==> src/hw/rtl/murmurhash2_32_stream_core_assert.svh <==
// ----------------------------------------------------------------------------
// MurmurHash2 stream core assertion macros
// Shared property wrappers for the hash core checks.
// ----------------------------------------------------------------------------
`ifndef MURMURHASH2_32_STREAM_CORE_ASSERT_SVH
`define MURMURHASH2_32_STREAM_CORE_ASSERT_SVH

// Checks an implication on every rising edge outside of reset.
`define MH2_ASSERT_IMPL(name, clk, rst_n, ante, cons, msg) \
  name: assert property (@(posedge clk) disable iff (!rst_n) (ante) |-> (cons)) \
    else $error(msg);

// Checks an implication in the following cycle on every rising edge outside of reset.
`define MH2_ASSERT_NEXT(name, clk, rst_n, ante, cons, msg) \
  name: assert property (@(posedge clk) disable iff (!rst_n) (ante) |=> (cons)) \
    else $error(msg);

`endif

==> src/hw/rtl/mh2_pkg.sv <==
// ----------------------------------------------------------------------------
// MurmurHash2 package
// Constants, datapath operation codes and control structures.
// ----------------------------------------------------------------------------
`default_nettype none

package mh2_pkg;

  localparam logic [31:0] MixMul    = 32'h5bd1e995;
  localparam int unsigned MixShift  = 24;
  localparam int unsigned FinShiftA = 13;
  localparam int unsigned FinShiftB = 15;

  typedef enum logic [2:0] {
    OP_NONE,
    OP_KEY1,
    OP_KEY2,
    OP_HASH,
    OP_TAIL,
    OP_FIN
  } op_e;

  typedef struct packed {
    logic load;
    logic use_seed;
    op_e  op;
  } dp_cmd_t;

  typedef struct packed {
    logic in_full;
    logic in_zero;
    logic in_last;
    logic last_q;
  } dp_status_t;

endpackage

`default_nettype wire

==> src/hw/rtl/mh2_datapath.sv <==
// ----------------------------------------------------------------------------
// MurmurHash2 datapath
// Holds the seed, running hash, scrambled key and result, around one
// shared multiplier by the mixing constant.
// ----------------------------------------------------------------------------
`default_nettype none

module mh2_datapath (
  input  wire logic                 clk_i,
  input  wire logic                 rst_ni,
  input  wire logic                 seed_we_i,
  input  wire logic [31:0]          seed_i,
  input  wire logic [31:0]          data_word_i,
  input  wire logic [2:0]           byte_count_i,
  input  wire logic                 last_word_i,
  input  wire logic [31:0]          message_length_i,
  input  wire mh2_pkg::dp_cmd_t     cmd_i,
  output mh2_pkg::dp_status_t       status_o,
  output logic [31:0]               hash_value_o
);

  logic [31:0] seed_q;
  logic [31:0] hash_q, hash_d;
  logic [31:0] key_q, key_d;
  logic [31:0] word_q;
  logic [1:0]  cnt_q;
  logic        last_q;
  logic [31:0] out_q, out_d;
  logic [31:0] tail_mask;
  logic [31:0] mul_a;
  logic [31:0] prod;

  always_ff @(posedge clk_i or negedge rst_ni) begin
    if (!rst_ni) begin
      seed_q <= '0;
    end else if (seed_we_i) begin
      seed_q <= seed_i;
    end
  end

  always_comb begin
    case (cnt_q)
      2'd1:    tail_mask = 32'h0000_00ff;
      2'd2:    tail_mask = 32'h0000_ffff;
      default: tail_mask = 32'h00ff_ffff;
    endcase
  end

  always_comb begin
    unique case (cmd_i.op)
      mh2_pkg::OP_KEY1: mul_a = word_q;
      mh2_pkg::OP_KEY2: mul_a = key_q ^ (key_q >> mh2_pkg::MixShift);
      mh2_pkg::OP_HASH: mul_a = hash_q;
      mh2_pkg::OP_TAIL: mul_a = hash_q ^ (word_q & tail_mask);
      mh2_pkg::OP_FIN:  mul_a = hash_q ^ (hash_q >> mh2_pkg::FinShiftA);
      default:          mul_a = hash_q;
    endcase
  end

  assign prod = mul_a * mh2_pkg::MixMul;

  always_comb begin
    hash_d = hash_q;
    key_d  = key_q;
    out_d  = out_q;
    if (cmd_i.load) begin
      hash_d = cmd_i.use_seed ? (seed_q ^ message_length_i) : hash_q;
    end else begin
      unique case (cmd_i.op)
        mh2_pkg::OP_KEY1,
        mh2_pkg::OP_KEY2: key_d  = prod;
        mh2_pkg::OP_HASH: hash_d = prod ^ key_q;
        mh2_pkg::OP_TAIL: hash_d = prod;
        mh2_pkg::OP_FIN:  out_d  = prod ^ (prod >> mh2_pkg::FinShiftB);
        default: begin
        end
      endcase
    end
  end

  always_ff @(posedge clk_i or negedge rst_ni) begin
    if (!rst_ni) begin
      hash_q <= '0;
      key_q  <= '0;
      out_q  <= '0;
      word_q <= '0;
      cnt_q  <= '0;
      last_q <= 1'b0;
    end else begin
      hash_q <= hash_d;
      key_q  <= key_d;
      out_q  <= out_d;
      if (cmd_i.load) begin
        word_q <= data_word_i;
        cnt_q  <= byte_count_i[1:0];
        last_q <= last_word_i;
      end
    end
  end

  assign status_o.in_full = byte_count_i[2];
  assign status_o.in_zero = (byte_count_i == 3'd0);
  assign status_o.in_last = last_word_i;
  assign status_o.last_q  = last_q;
  assign hash_value_o     = out_q;

endmodule

`default_nettype wire

==> src/hw/rtl/mh2_ctrl.sv <==
// ----------------------------------------------------------------------------
// MurmurHash2 controller
// Sequences the shared multiplier through the body, tail and finalization
// steps and manages both handshakes.
// ----------------------------------------------------------------------------
`default_nettype none

module mh2_ctrl (
  input  wire logic                 clk_i,
  input  wire logic                 rst_ni,
  input  wire logic                 in_valid_i,
  output logic                      in_ready_o,
  output logic                      out_valid_o,
  input  wire logic                 out_ready_i,
  input  wire mh2_pkg::dp_status_t  status_i,
  output mh2_pkg::dp_cmd_t          cmd_o
);

  typedef enum logic [5:0] {
    ST_IDLE = 6'b000001,
    ST_KEY1 = 6'b000010,
    ST_KEY2 = 6'b000100,
    ST_HASH = 6'b001000,
    ST_TAIL = 6'b010000,
    ST_FIN  = 6'b100000
  } state_e;

  state_e state_q, state_d;
  logic   in_msg_q, in_msg_d;
  logic   out_valid_q, out_valid_d;
  logic   accept;

  assign in_ready_o = (state_q == ST_IDLE);
  assign accept     = in_ready_o && in_valid_i;

  always_comb begin
    state_d        = state_q;
    in_msg_d       = in_msg_q;
    out_valid_d    = out_valid_q && !out_ready_i;
    cmd_o.load     = accept;
    cmd_o.use_seed = !in_msg_q;
    cmd_o.op       = mh2_pkg::OP_NONE;
    unique case (state_q)
      ST_IDLE: begin
        if (in_valid_i) begin
          in_msg_d = !status_i.in_last;
          if (status_i.in_full) begin
            state_d = ST_KEY1;
          end else if (!status_i.in_zero) begin
            state_d = ST_TAIL;
          end else if (status_i.in_last) begin
            state_d = ST_FIN;
          end
        end
      end
      ST_KEY1: begin
        cmd_o.op = mh2_pkg::OP_KEY1;
        state_d  = ST_KEY2;
      end
      ST_KEY2: begin
        cmd_o.op = mh2_pkg::OP_KEY2;
        state_d  = ST_HASH;
      end
      ST_HASH: begin
        cmd_o.op = mh2_pkg::OP_HASH;
        state_d  = status_i.last_q ? ST_FIN : ST_IDLE;
      end
      ST_TAIL: begin
        cmd_o.op = mh2_pkg::OP_TAIL;
        state_d  = status_i.last_q ? ST_FIN : ST_IDLE;
      end
      ST_FIN: begin
        if (!out_valid_q || out_ready_i) begin
          cmd_o.op    = mh2_pkg::OP_FIN;
          out_valid_d = 1'b1;
          state_d     = ST_IDLE;
        end
      end
      default: begin
        state_d = ST_IDLE;
      end
    endcase
  end

  always_ff @(posedge clk_i or negedge rst_ni) begin
    if (!rst_ni) begin
      state_q     <= ST_IDLE;
      in_msg_q    <= 1'b0;
      out_valid_q <= 1'b0;
    end else begin
      state_q     <= state_d;
      in_msg_q    <= in_msg_d;
      out_valid_q <= out_valid_d;
    end
  end

  assign out_valid_o = out_valid_q;

endmodule

`default_nettype wire

==> src/hw/rtl/murmurhash2_32_stream_core.sv <==
// ----------------------------------------------------------------------------
// MurmurHash2 32-bit stream core
// Hashes a message of little-endian words with a configurable seed.
// ----------------------------------------------------------------------------
// A full word runs the key, key and hash steps and a 1 to 3 byte word the tail
// step before the input is ready again; an empty word needs no step. The steps
// run one after another on the shared 32x32 multiplier. A last word adds a
// finalization step, which waits for an unread hash; the hash is registered.
// Reset clears the seed to zero and returns the core to idle between messages.
`default_nettype none

`include "murmurhash2_32_stream_core_assert.svh"

module murmurhash2_32_stream_core (
  input  wire logic        clk_i,
  input  wire logic        rst_ni,
  input  wire logic        seed_we_i,
  input  wire logic [31:0] seed_i,
  input  wire logic        in_valid_i,
  output logic             in_ready_o,
  input  wire logic [31:0] data_word_i,
  input  wire logic [2:0]  byte_count_i,
  input  wire logic        last_word_i,
  input  wire logic [31:0] message_length_i,
  output logic             out_valid_o,
  input  wire logic        out_ready_i,
  output logic [31:0]      hash_value_o
);

  mh2_pkg::dp_cmd_t    cmd;
  mh2_pkg::dp_status_t status;

  mh2_ctrl u_ctrl (
    .clk_i       (clk_i),
    .rst_ni      (rst_ni),
    .in_valid_i  (in_valid_i),
    .in_ready_o  (in_ready_o),
    .out_valid_o (out_valid_o),
    .out_ready_i (out_ready_i),
    .status_i    (status),
    .cmd_o       (cmd)
  );

  mh2_datapath u_datapath (
    .clk_i            (clk_i),
    .rst_ni           (rst_ni),
    .seed_we_i        (seed_we_i),
    .seed_i           (seed_i),
    .data_word_i      (data_word_i),
    .byte_count_i     (byte_count_i),
    .last_word_i      (last_word_i),
    .message_length_i (message_length_i),
    .cmd_i            (cmd),
    .status_o         (status),
    .hash_value_o     (hash_value_o)
  );

  `MH2_ASSERT_NEXT(a_busy_after_data, clk_i, rst_ni,
    in_valid_i && in_ready_o && (byte_count_i != 3'd0), !in_ready_o,
    "core accepted a request while still mixing a word")

  `MH2_ASSERT_IMPL(a_empty_last_result, clk_i, rst_ni,
    in_valid_i && in_ready_o && last_word_i && (byte_count_i == 3'd0) && !out_valid_o,
    ##2 out_valid_o,
    "empty last word did not produce a hash in time")

endmodule

`default_nettype wire
==> config.mk <==
export PLATFORM = sky130hd
export DESIGN_NAME = murmurhash2_32_stream_core
export DESIGN_NICKNAME = d
export VERILOG_FILES = /design/src/hw/rtl/mh2_pkg.sv /design/src/hw/rtl/mh2_datapath.sv /design/src/hw/rtl/mh2_ctrl.sv /design/src/hw/rtl/murmurhash2_32_stream_core.sv
export VERILOG_INCLUDE_DIRS = /design/src /design/src/hw/rtl
export SDC_FILE = /design/constraint.sdc
export NUM_CORES = 1
export LEC_CHECK = 0
export CORE_UTILIZATION = 40
export DETAILED_ROUTE_END_ITERATION = 12
export DONT_BUFFER_PORTS = 1
export PLACE_DENSITY = 0.63
export SLEW_MARGIN = 5
export SYNTH_ARGS = -nofsm -noshare
export SYNTH_HDL_FRONTEND = slang
export SYNTH_SLANG_ARGS = --single-unit
==> constraint.sdc <==
create_clock -name clk_i -period 11.3 [get_ports clk_i]
set_input_delay 1.695 -clock clk_i [delete_from_list [all_inputs] [get_ports clk_i]]
set_output_delay 1.695 -clock clk_i [all_outputs]
set_load 0.05 [all_outputs]
# Word level (Yosys, flattened, before mapping)
# Cells that the tools add are included.
dict set report totals {
  mem_bits_rw 0
  mem_bits_ro 0
  latchBits 0
  out_inout_bits 34
  reg_bits 171
  word_cells 67
  memories 0
}
dict set report op_classes {
  muxes 16
  div 0
  shift 0
  n_mul 1
  reduce_logical 15
  n_bitwise 8
  magnitude_cmp 0
  n_addsub 0
  eq_ne 17
}
# cell count
set ops {}
lappend ops {{32-bit one-hot mux with 4 select lines} 1}
lappend ops {{32-bit bitwise XOR} 3}
lappend ops {{32-bit 2-to-1 mux} 2}
lappend ops {{32-bit one-hot mux with 2 select lines} 1}
lappend ops {{24-bit one-hot mux with 2 select lines} 1}
lappend ops {{6-bit 2-to-1 mux} 6}
lappend ops {{32-bit by 24-bit AND with 32-bit output} 1}
lappend ops {{32-bit by 31-bit multiplier with 32-bit output (second input constant)} 1}
lappend ops {{32-bit by 17-bit bitwise XOR with 32-bit output} 1}
lappend ops {{32-bit by 19-bit bitwise XOR with 32-bit output} 1}
lappend ops {{32-bit by 8-bit bitwise XOR with 32-bit output} 1}
lappend ops {{6-bit one-hot mux with 5 select lines} 1}
lappend ops {{3-bit one-hot mux with 5 select lines} 1}
lappend ops {{2-bit AND reduction} 4}
lappend ops {{3-bit by 2-bit equality test with 1-bit output (second input constant)} 2}
lappend ops {{3-bit equality test (second input constant)} 2}
lappend ops {{6-bit by 1-bit equality test with 1-bit output (second input constant)} 1}
lappend ops {{6-bit by 2-bit equality test with 1-bit output (second input constant)} 1}
lappend ops {{6-bit by 3-bit equality test with 1-bit output (second input constant)} 1}
lappend ops {{6-bit by 4-bit equality test with 1-bit output (second input constant)} 1}
lappend ops {{6-bit by 5-bit equality test with 1-bit output (second input constant)} 1}
lappend ops {{6-bit equality test (second input constant)} 1}
lappend ops {{2-bit != test (second input constant)} 2}
lappend ops {{4-bit != test (second input constant)} 1}
lappend ops {{other kinds (14)} 19}

# Longest topological paths before layout
# Gate-level depths: netlist of the first run.
dict set report depth {
  word_depth 10
  ltp_mapped 36
  depth_no_buf 33
}

# Modules after synthesis
# From an unflattened synthesis of the first run, not the netlist that was laid out.
dict set report unflattened {
  cells_unflattened 1875
  area_unflattened_um2 17908.4
}
# module cells_per_inst seq_area_each_um2 instances area_each_um2
set by_module_without_submodules {}
lappend by_module_without_submodules {mh2_datapath 1818 4078.9 1 17379.2}
lappend by_module_without_submodules {mh2_ctrl 57 201.4 1 529.3}

# Worst setup path before layout of the first run
# OpenSTA, ideal clock, no wires.
dict set report synth_path {
  kind {input to register}
  from {input port out_ready_i}
  to {register u_datapath.hash_q[31]}
  required_ns 11.163
  arrival_ns 9.692
  setup_slack_ns 1.471
  setup_time_ns 0.137
  stages 28
  cell_sequence {nand2b_1 > and3_1 > clkbuf_1 > buf_1 > buf_1 > a21oi_1 > o21ai_0 > fa_1 > fa_1 > fa_1 > fa_1 > inv_1 > fa_1 > fa_1 > inv_1 > fa_1 > inv_1 > fa_1 > xnor2_1 > xnor2_1 > xnor2_1 > xnor2_1 > xnor2_1 > xnor2_1 > xnor3_1 > xnor2_2 > xor2_1 > a21oi_1}
}
dict set report synth_via {
  elab_chain_cells 9
  elab_cells_between_ends 15
  classes_between {mul: 1; eq/ne: 5; mux: 5; bitwise: 1; reduce/logical: 3}
}
# item line_no
set synth_rtl {}
lappend synth_rtl {{from (decl)} murmurhash2_32_stream_core.sv:26} ;# input wire logic out_ready_i,
lappend synth_rtl {{1-bit logical OR *} mh2_ctrl.sv:73} ;# if (!out_valid_q || out_ready_i) begin
lappend synth_rtl {{3-bit 2-to-1 mux *} mh2_ctrl.sv:73}
lappend synth_rtl {{3-bit one-hot mux with 5 select lines *} mh2_ctrl.sv:43} ;# unique case (state_q)
lappend synth_rtl {{3-bit equality test (tied with other cells)} mh2_datapath.sv:50} ;# unique case (cmd_i.op)
lappend synth_rtl {{32-bit one-hot mux with 4 select lines} mh2_datapath.sv:50}
lappend synth_rtl {{32-bit by 31-bit multiplier with 32-bit output} mh2_datapath.sv:60} ;# assign prod = mul_a * mh2_pkg::MixMul;
lappend synth_rtl {{32-bit bitwise XOR} mh2_datapath.sv:72} ;# mh2_pkg::OP_HASH: hash_d = prod ^ key_q;
lappend synth_rtl {{32-bit one-hot mux with 2 select lines} mh2_datapath.sv:69} ;# unique case (cmd_i.op)
lappend synth_rtl {{32-bit 2-to-1 mux} mh2_datapath.sv:66} ;# if (cmd_i.load) begin
lappend synth_rtl {{to (signal assigned)} mh2_datapath.sv:90} ;# hash_q <= hash_d;
lappend synth_rtl {{to (decl)} mh2_datapath.sv:23} ;# logic [31:0] hash_q, hash_d;
# Every way passes the cells marked *; elsewhere a longest branch is shown, timed or not.
# A chain may end at the register's enable or synchronous reset.

# Worst setup path in the final report of the first run
dict set report layout_path {
  from {input port out_ready_i}
  to {register u_datapath.out_q[10] (netlist: u_datapath.hash_value_o[10])}
}
dict set report layout_via {
  elab_chain_cells 7
  elab_cells_between_ends 11
  classes_between {mul: 1; eq/ne: 4; mux: 3; bitwise: 1; reduce/logical: 2}
}
# item line_no
set layout_rtl {}
lappend layout_rtl {{1-bit logical OR *} mh2_ctrl.sv:73}
lappend layout_rtl {{3-bit 2-to-1 mux *} mh2_ctrl.sv:73}
lappend layout_rtl {{3-bit one-hot mux with 5 select lines *} mh2_ctrl.sv:43}
lappend layout_rtl {{3-bit equality test (tied with other cells)} {mh2_datapath.sv:50, mh2_datapath.sv:69}}
lappend layout_rtl {{32-bit one-hot mux with 4 select lines} mh2_datapath.sv:50}
lappend layout_rtl {{32-bit by 31-bit multiplier with 32-bit output} mh2_datapath.sv:60}
lappend layout_rtl {{32-bit by 17-bit bitwise XOR with 32-bit output} mh2_datapath.sv:74} ;# mh2_pkg::OP_FIN: out_d = prod ^ (prod >> mh2_pkg::FinShiftB);
lappend layout_rtl {{to (signal assigned)} mh2_datapath.sv:92} ;# out_q <= out_d;
lappend layout_rtl {{to (decl)} mh2_datapath.sv:28} ;# logic [31:0] out_q, out_d;
# Marked as above.

==> results.txt, run 1 <==
- By count the netlist is led by 360 x inv_1, 263 x nand2_1, 214 x ha_1.
- Sink count of the clock tree: 171
- The share of synthesized area in the top cell type comes to 0.2412.
- Maximum cell stage delay along the critical path: 770 ps
- Counting flops with an async set or reset pin after synthesis yields a share of 1.000.
- Headroom to the max-slew limit: 0.2186
- The floorplan step set the die height to 212.0 um.
- In this run the count of I/O pins placed on the die edge is 139.
- Root cell of the clock tree: clkbuf_16
* Primary FF master, synth: dfrtp_1
- Between clock sinks in the finished design, the worst skew comes to 11.94 ps.
- Post-CTS timing repair inserted 0 buffers for setup.
- Hold WC Path Type: reg2reg
- The initial utilization of the core area, before any placement, comes to 0.4076.
* Count of flip-flops with a built-in enable after synthesis: 0
* Hold violation count in the final report: 0
* Final layout net count: 2,382
- Congestion Overflow GR: 0
- Number of instances in the synthesized netlist: 1,889
- Counting along the longest clock path gives a buffer depth of 2.
- Actual transition at the worst max-transition pin: 1167 ps
- After floorplanning, the core was divided into 76 placement rows.
* Worst setup path startpoint: out_ready_i
- Final clock period utilization by the worst path: 0.9073
* Synth-to-layout area growth: 7.825%
* # fillers: 4,195
* HPWL after detailed placement: 41.26 mm
- Clock tree from TritonCTS: built
- For this run, the top clock speed supported by timing is 0.09753 GHz.
- Std-Cell Core Area: 43,270 um2
- For the worst setup path, the data arrival time is 10,560 ps.
* X dimension of the die: 212.0 um
- Number of global-route vias before repair: 14.03k
* Average wire per standard cell: 20.55 um
* Ratio of cells with drive above 1 in the final layout: 0.07177
- Later-pin clock latency in the skew report: 450 ps
* Antenna violations before repair: 0
* Cell seen most often among critical-path stages: inv_1
- Crit-path slowest cell: a221oi_1
- R2R Path Start: u_ctrl.state_q[2]$_DFFE_PN0P_
- Critical path data required time: 11,610 ps
- In this run, post-CTS repair resized a total of 0 instances.
- Summed over all failing endpoints, the final setup total negative slack is 0 ps.
* Avg Vias per Cell: 5.287
- Input and output buffers added on the ports amount to 0.
- Setup slack on the worst flop-to-flop path: 1520 ps
- Kind of end point of the critical path: flop
* First drt pass iteration count: 6
- Critical Path Start Type: primary input
- The final number of max-transition violations is 0.
- The first global-routing pass estimated 80.99 mm of wire.
- Number of DRC markers in iteration 0: 930
- Cell with the most instances after synthesis: inv_1
* Critical setup path kind: in2reg
- Status: complete, no violations
* Total CTS buffers: 17
* Biggest fanout along the worst timing path: 28
* Register area share after synthesis: 0.2427
- Post-synthesis instance area: 17,640 um2
- Total number of H-tree levels: 4
* Number of remaining DRC errors: 0
- The count of nets left with antenna violations once routing finished came out at 0.
- Buffers inserted to repair hold after CTS numbered 0.
- The multi-input combinational cells in the finished layout cover a total of 11,800 um2.
- The routed design has 50.97 mm of wire.
- Fin crit period: 10,250 ps
* Source of the worst hold timing path: u_datapath.last_q$_DFFE_PN0P_
* Maximum number of pins on one net before global-route repair: 172
* Clock-pin slew of the registers on the worst-case setup and hold paths: 70 ps
- Combined global-route utilization of all metal layers: 0.2397
* Cell type contributing the most total cell area after synthesis: dfrtp_1
- During synthesis, Yosys emitted a total of 0 warnings.
- Detailed routing inserted a total of 13.11k vias.
* Nets in the synthesized netlist: 2,389
- Post-synthesis register bit count: 171
- Die Footprint: 44,940 um2
* Final number of setup-violating endpoints: 0
* Setup repair after global routing missed its margin: false
- Area of all sequential standard cells: 4280 um2
- By area the synthesized netlist is led by dfrtp_1 24%, fa_1 21%, ha_1 15%, inv_1 7.7%, nand2_1 5.6%.
* Number of distinct standard cells referenced by the synthesized netlist: 69
- The repair_antennas step left the layout with diodes totalling 0.
* Synth Area per Inst: 9.337 um2
* Max-cap viol count: 0
- Weighted congestion at the end of routability-driven global placement: 0.9686
[stage by stage]
| stage | std cells | setup WS, ps | hold slack, ps | util | area, um2 |
|---|---|---|---|---|---|
| 6_report | 2480 | 1047 | 477.2 | 0.4395 | 19020 |
| 5_1_grt | 2480 | 678.1 | 488.4 | 0.4395 | 19020 |
| 4_1_cts | 2480 | 1168 | 479.2 | 0.4395 | 19020 |
| 3_5_place_dp | 2448 | 720.9 | 463.1 | 0.4257 | 18420 |
| 3_3_place_gp | 2448 | 888.8 | 461.8 | 0.4257 | 18420 |
| 2_1_floorplan | 1889 | 1471 | 445.5 | - | 17640 |
[placed cells by master (no fill, tap or decap), types with 3 or more instances in the layout]
master	count
nor2_1	70
ha_1	214
xor2_1	53
clkinv_2	3
inv_6	5
buf_4	33
nor3_1	9
a21o_1	16
o211ai_1	6
nor2b_1	9
clkinv_4	3
inv_1	360
fa_1	181
mux2_2	52
nand3_1	21
a22oi_1	11
xnor2_1	103
clkbuf_16	17
a21oi_1	85
nand2_1	261
a222oi_1	4
a211oi_1	5
dfrtp_1	170
a221o_1	9
a31oi_1	4
nor4_1	3
and3_1	4
a221oi_1	7
nand2b_1	6
a31o_2	3
o21ai_0	104
[logic make-up (layout without fill, tap and decap cells)]
logic type,after synthesis,count (layout),synth area share
xor gates and xnor gates,159,159,0.08095
AOI/OAI and AO/OA,284,284,0.09804
DFF,171,171,0.2427
muxes,53,53,0.03384
adders and majority gates,395,395,0.3573
and+or+nand+nor,406,406,0.09698
buffers and inverters,421,427,0.09024
[metal layers]
metal | GRT usage | wire, um | vias to the layer above
met5 | 0 | 0 | -
met1 | 0.3088 | 21560 | 6563
met3 | 0.03368 | 2795 | 94
met2 | 0.4017 | 24530 | 430
met4 | 0.1024 | 2081 | 0
li1 | - | - | 6024
[area by class of cell]
type,count,area share
multi-input cells,1297,0.6204
clock buffers,18,0.02309
inverters,362,0.07152
flip-flops and latches,171,0.2251
well taps,585,0.03849
clock inverters,14,0.008356
repair buffers,33,0.01303
[path summary, 6_finish.rpt]
path | cells past startpoint | endpoint
setup reg to reg | 32 | u_datapath.hash_value_o[10]$_DFFE_PN0P_
max in group asynchronous | 0 | u_ctrl.state_q[0]$_DFFE_PN1P_
setup / recovery | 32 | u_datapath.hash_value_o[10]$_DFFE_PN0P_
hold / removal | 2 | u_datapath.last_q$_DFFE_PN0P_
hold reg to reg | 2 | u_datapath.last_q$_DFFE_PN0P_
min in group asynchronous | 0 | u_datapath.word_q[6]$_DFFE_PN0P_
[flip-flops by register name, summed over array words and instances, names as in the netlist]
signal,cells
u_datapath.hash_value_o,32
u_datapath.key_q,32
u_datapath.last_q,1
u_datapath.word_q,32
u_datapath.hash_q,32
u_datapath.seed_q,32
u_datapath.cnt_q,2
u_ctrl.state_q,6
u_ctrl.in_msg_q,1
u_ctrl.out_valid_o,1
[critical path: cells and delay by family]
family / cells / cell delay, ps
xor+xnor: 2 / 840
buf+inv: 9 / 1350
fa+ha+maj: 9 / 3860
compound gates: 8 / 1970
simple gates: 4 / 850
Power of run 1 is left out: the tool's default activity adds up to more than one toggle a clock period on the data nets, which glitch-free logic cannot reach.
==> inputs of run 2 (changes only) <==
- RECOVER_POWER: not set -> 100
==> results.txt, run 2 (synthesis results as in run 1) <==
- Setup repair after global routing missed its margin: false (unchanged)
- The average routed wire per standard cell came to 20.65 um (was 20.55 um).
- Post-CTS sizing: 0 (unchanged)
- Combined global-route utilization of all metal layers: 0.2397 (unchanged)
- The worst hold-check path type is reg2reg (unchanged).
- Starting density of the core: 0.4076 (unchanged)
- The cell count of the worst hold path was 2 (unchanged).
- Final clock period utilization by the worst path: 0.9386 (was 0.9073)
- Maximum number of pins on one net before global-route repair: 172 (unchanged)
- Status: finished with violations (was complete, no violations)
- The post-CTS setup-driven buffer insertion count was 0 (unchanged).
* Root cell of the clock tree: clkbuf_16 (unchanged)
- Actual transition at the worst max-transition pin: 2873 ps (was 1167 ps)
- Number of global-route vias before repair: 14.03k (unchanged)
- Weighted congestion at the end of routability-driven global placement: 0.9686 (unchanged)
* Biggest fanout along the worst timing path: 28 (unchanged)
- Congestion Overflow GR: 0 (unchanged)
- The cell row count came to 76 (unchanged).
- The remaining design rule violation count came to 0 (unchanged).
* Post-route clock skew: 11.23 ps (was 11.94 ps)
- Fin Setup TNS: 0 ps (unchanged)
- The final number of max-transition violations was 151 (was 0).
- The final HPWL from detailed placement came to 41.26 mm (unchanged).
- Critical Path Start Type: primary input (unchanged)
* Sink count of the clock tree: 171 (unchanged)
* Final number of setup-violating endpoints: 0 (unchanged)
* Avg Vias per Cell: 5.316 (was 5.287)
* I/O pins: 139 (unchanged)
- The count of inserted antenna diode cells came to 0 (unchanged).
- The number of H-tree levels came to 4 (unchanged).
- The maximum clock frequency came to 0.09429 GHz (was 0.09753 GHz).
* Die Footprint: 44,940 um2 (unchanged)
- Number of buffers added on ports: 0 (unchanged)
- Headroom to the max-slew limit: -0.9154 (was 0.2186)
- Final layout net count: 2,382 (unchanged)
- Synth-to-layout area growth: 7.477% (was 7.825%)
- The share of final-layout standard cells stronger than drive strength 1 came to 0.06280 (was 0.07177).
- The depth of the worst register-to-register path is 33 (was 32).
* Leading cell type in the layout, fill and taps excluded: inv_1 (unchanged)
- The final hold violation count came to 0 (unchanged).
- The count of hold buffers inserted by post-cts repair is 0 (unchanged).
- The placeable core region is 43,270 um2 (unchanged).
- The required time of the critical path was 11,610 ps (about the same).
* Antenna violations before repair: 0 (unchanged)
* Maximum cell stage delay along the critical path: 920 ps (was 770 ps)
- The horizontal die dimension is 212.0 um (unchanged).
- Cell seen most often among critical-path stages: inv_1 (unchanged)
- Crit-path slowest cell: a221oi_1 (unchanged)
- Number of antenna-violating nets in the routed design: 0 (unchanged)
- The total routed wirelength was 51.21 mm (was 50.97 mm).
- The wire length of the first global-routing pass came to 80.99 mm (unchanged).
* Number of buffers on the longest clock path: 2 (unchanged)
- Clock tree from TritonCTS: built (unchanged)
- Clock-pin slew of the registers on the worst-case setup and hold paths: 70 ps (about the same)
- The insertion delay to the later sink of the worst-skew pair came to 450 ps (about the same).
* Total CTS buffers: 17 (unchanged)
- Via count: 13.18k (was 13.11k)
* Most frequent cells in the layout: 360 x inv_1, 261 x nand2_1, 214 x ha_1, 181 x fa_1, 170 x dfrtp_1 (unchanged)
* Number of DRC markers in iteration 0: 906 (was 930)
- The iteration count of the initial detailed-routing pass was 6 (unchanged).
* Crit path arrival time: 10,910 ps (was 10,560 ps)
- The checks that failed: max-capacitance violations, max-slew violations.
- The reported max-cap violation count came to 4 (was 0).
* Floorplan die height: 212.0 um (unchanged)
- The kind of critical path is in2reg (unchanged).
- The critical path endpoint category is a flop (unchanged).
- The minimum clock period came to 10,610 ps (was 10,250 ps).
## run 2: critical path: cells and delay by family
| kind | cells | cell delay, ps |
|---|---|---|
| adder cells (fa/ha/maj) | 9 | 4010 |
| AO/OA/AOI/OAI | 7 | 2040 |
| buffers and inverters | 9 | 1750 |
| AND/OR/NAND/NOR | 6 | 1020 |
| XOR/XNOR | 2 | 410 |
## run 2: cell type report
type,count,area (um2)
clock buffers,18,439.2
well taps,585,732.0
multi-input cells,1297,11780
fillers,4215,24310
clock inverters,14,158.9
inverters,362,1360
repair buffers,33,206.4
flip-flops and latches,171,4280
## run 2: per-layer routing
metal | share of wire | GRT usage | wire length (um) | vias up
met2 | 0.48 | 0.4017 | 24680 | 464
li1 | - | - | - | 6021
met1 | 0.42 | 0.3088 | 21400 | 6600
met3 | 0.058 | 0.03368 | 2994 | 98
met5 | 0 | 0 | 0 | -
met4 | 0.042 | 0.1024 | 2135 | 0
## run 2: stage by stage
| stage | area (um2) | std cells | worst slack (ps) | util | hold slack, ps |
|---|---|---|---|---|---|
| detailed placement | 18420 | 2448 | 720.9 | 0.4257 | 463.1 |
| CTS | 19020 | 2480 | 1168 | 0.4395 | 479.2 |
| global route | 18960 | 2480 | 527.1 | 0.4381 | 488.4 |
| global placement | 18420 | 2448 | 888.8 | 0.4257 | 461.8 |
| floorplan | 17640 | 1889 | 1471 | - | 445.5 |
| finish | 18960 | 2480 | 694.0 | 0.4381 | 477.5 |
## run 2: final timing paths
check / slack (ps) / to / start
worst max-delay path: 690 / u_datapath.hash_value_o[9]$_DFFE_PN0P_ / out_ready_i
worst min-delay path: 480 / u_datapath.last_q$_DFFE_PN0P_ / u_datapath.last_q$_DFFE_PN0P_
worst max register to register: 1170 / u_datapath.hash_value_o[9]$_DFFE_PN0P_ / u_ctrl.state_q[2]$_DFFE_PN0P_
worst min register to register: 480 / u_datapath.last_q$_DFFE_PN0P_ / u_datapath.last_q$_DFFE_PN0P_
max in group asynchronous: 10120 / u_ctrl.state_q[0]$_DFFE_PN1P_ / rst_ni
min in group asynchronous: 940 / u_datapath.word_q[6]$_DFFE_PN0P_ / rst_ni
Power of run 2 is left out for the same reason.
==> inputs of run 3 (changes only) <==
- PLACE_DENSITY: 0.63 -> 0.65
- clock period: 11.3 -> 9.15 ns (I/O delays scaled with it)
==> results.txt, run 3 (synthesis results as in run 1) <==
- Status: finished with violations (unchanged).
* Failing checks: max-capacitance violations, max-slew violations (unchanged)
- Fin crit period: 8805 ps
* Floorplan die height: 212.0 um (unchanged)
- The number of antenna violations at the first check in global routing came to 1 (was 0).
* Number of global-route vias before repair: 14.06k (was 14.03k)
* Worst-case setup margin in the final layout: 344.5 ps (was 694.0 ps)
- Starting density of the core: 0.4076 (unchanged)
* Later-pin clock latency in the skew report: 460 ps (was 450 ps)
- I/O pins: 139 (unchanged)
- The cell row count is 76 (unchanged).
- The share of final-layout standard cells stronger than drive strength 1 is 0.08698 (was 0.06280).
- The via density per instance came to 5.246 (was 5.316).
- Of the available clock period, the critical path in the final layout requires 0.9623.
* Clock tree from TritonCTS: built (unchanged)
- Total number of H-tree levels: 4 (unchanged)
- The count of inserted antenna diode cells came to 0 (unchanged).
- The number of gates resized after cts was 0 (unchanged).
- Via count: 13.26k (was 13.18k)
* Std-Cell Core Area: 43,270 um2 (unchanged)
- Headroom to the max-slew limit: -1.058 (was -0.9154)
* Clock-pin slew of the registers on the worst-case setup and hold paths: 70 ps (about the same)
- The maximum fanout encountered on the critical timing path is 10 (was 28).
- The final antenna-violating net count came to 0 (unchanged).
- The library cell used as clock root buffer is clkbuf_16 (unchanged).
- The overall routing resource usage is 0.2434 (was 0.2397).
- The remaining design rule violation count is 0 (unchanged).
- Final number of setup-violating endpoints: 0 (unchanged)
- The clock skew came to 11.40 ps (was 11.23 ps).
* Maximum number of pins on one net before global-route repair: 172 (unchanged)
- The count of filler cells inserted in the layout came to 4,186 (was 4,215).
* Number of DRC markers in iteration 0: 799 (was 906)
- The required time of the critical path came to 9470 ps (was 11,610 ps).
- Synth-to-layout area growth: 9.989% (was 7.477%)
- Wire length of the first global-routing pass: 81.36 mm (was 80.99 mm)
- The count of hold buffers inserted by post-cts repair came to 0 (unchanged).
* Leading cell type in the layout, fill and taps excluded: inv_1 (unchanged)
- The depth of the worst register-to-register path is 31 (was 33).
- The weighted congestion reported at the end of routability-driven placement was 0.9647 (was 0.9686).
* Actual transition at the worst max-transition pin: 3088 ps (was 2873 ps)
* Crit path arrival time: 9130 ps (was 10,910 ps)
* Max-cap viol count: 4 (unchanged)
- The cell count of the worst hold path is 2 (unchanged).
* X dimension of the die: 212.0 um (unchanged)
- The final number of max-transition violations is 199 (was 151).
* Hold violation count in the final report: 0 (unchanged)
* Hold WC Path Type: reg2reg (unchanged)
- Total length of routed wires: 52.33 mm (was 51.21 mm)
* First drt pass iteration count: 6 (unchanged)
* Critical setup path kind: reg2reg (was in2reg)
- Post-CTS repair timing setup buffer count: 0 (unchanged)
* Pre-CTS setup slack: -254.9 ps (was 720.9 ps)
* Most frequent cells in the layout: 360 x inv_1, 261 x nand2_1, 214 x ha_1, 181 x fa_1, 170 x dfrtp_1 (unchanged)
- The clock buffer count from CTS is 17 (unchanged).
- Cell seen most often among critical-path stages: inv_1 (unchanged)
* Average wire per standard cell: 20.70 um (was 20.65 um)
- The maximum clock insertion buffer count was 2 (unchanged).
* HPWL after detailed placement: 43.36 mm (was 41.26 mm)
* Final layout net count: 2,430 (was 2,382)
- The cell with the largest stage delay on the worst path is or4b_1 (was a221oi_1).
- Critical Path Start Type: flop (was primary input)
- Congestion Overflow GR: 0 (unchanged)
- Maximum cell stage delay along the critical path: 550 ps (was 920 ps)
- Setup repair after global routing missed its margin: false (unchanged)
* Sink count of the clock tree: 171 (unchanged)
- Upper clock frequency limit: 0.1136 GHz
* Kind of end point of the critical path: flop (unchanged)
* Number of buffers added on ports: 0 (unchanged)
- The full die area is 44,940 um2 (unchanged).
run 3: per-layer routing:
metal / routed length (um) / vias to the layer above / GRT usage / part of all wire
li1: - / 6113 / - / -
met2: 24860 / 440 / 0.4072 / 0.48
met1: 22480 / 6610 / 0.3151 / 0.43
met5: 13 / - / 0 / 0.00025
met4: 2392 / 2 / 0.1067 / 0.046
met3: 2575 / 98 / 0.03131 / 0.049
run 3: layout make-up:
cell class | instances | area, um2 | share of cell area
Inverter | 362 | 1360 | 0.07011
Tap cell | 585 | 732.0 | 0.03773
Multi-Input combinational cell | 1297 | 11830 | 0.6096
Sequential cell | 171 | 4280 | 0.2207
Clock inverter | 14 | 176.4 | 0.009094
Clock buffer | 18 | 429.2 | 0.02212
Timing Repair Buffer | 81 | 594.3 | 0.03064
run 3: final timing paths:
path / startpoint / to / slack, ps
setup reg to reg: u_ctrl.state_q[3]$_DFFE_PN0P_ / u_datapath.hash_value_o[14]$_DFFE_PN0P_ / 340
min in group asynchronous: rst_ni / u_datapath.word_q[10]$_DFFE_PN0P_ / 610
max in group asynchronous: rst_ni / u_ctrl.state_q[0]$_DFFE_PN1P_ / 8290
hold reg to reg: u_datapath.last_q$_DFFE_PN0P_ / u_datapath.last_q$_DFFE_PN0P_ / 480
hold / removal: u_datapath.last_q$_DFFE_PN0P_ / u_datapath.last_q$_DFFE_PN0P_ / 480
setup / recovery: u_ctrl.state_q[3]$_DFFE_PN0P_ / u_datapath.hash_value_o[14]$_DFFE_PN0P_ / 340
run 3: per-stage QoR:
| stage | cells | setup TNS [ps] | hold slack (ps) | util | instance area (um2) |
|---|---|---|---|---|---|
| after detailed placement | 2496 | -664.0 | 463.1 | 0.4352 | 18830 |
| after global routing | 2528 | 0 | 495.4 | 0.4484 | 19400 |
| after CTS | 2528 | 0 | 479.1 | 0.4492 | 19430 |
| after global placement | 2496 | -204.1 | 463.8 | 0.4352 | 18830 |
| final | 2528 | 0 | 480.1 | 0.4484 | 19400 |
| after floorplan | 1889 | 0 | 445.5 | - | 17640 |
run 3: critical path: cells and delay by family, from the launching register on:
kind,cells,cell delay (ps)
adders and majority gates,9,3790
AOI/OAI and AO/OA,7,1570
buffers and inverters,11,1370
and+or+nand+nor,2,970
xor gates and xnor gates,2,490
DFF,1,470
Power of run 3 is left out for the same reason.
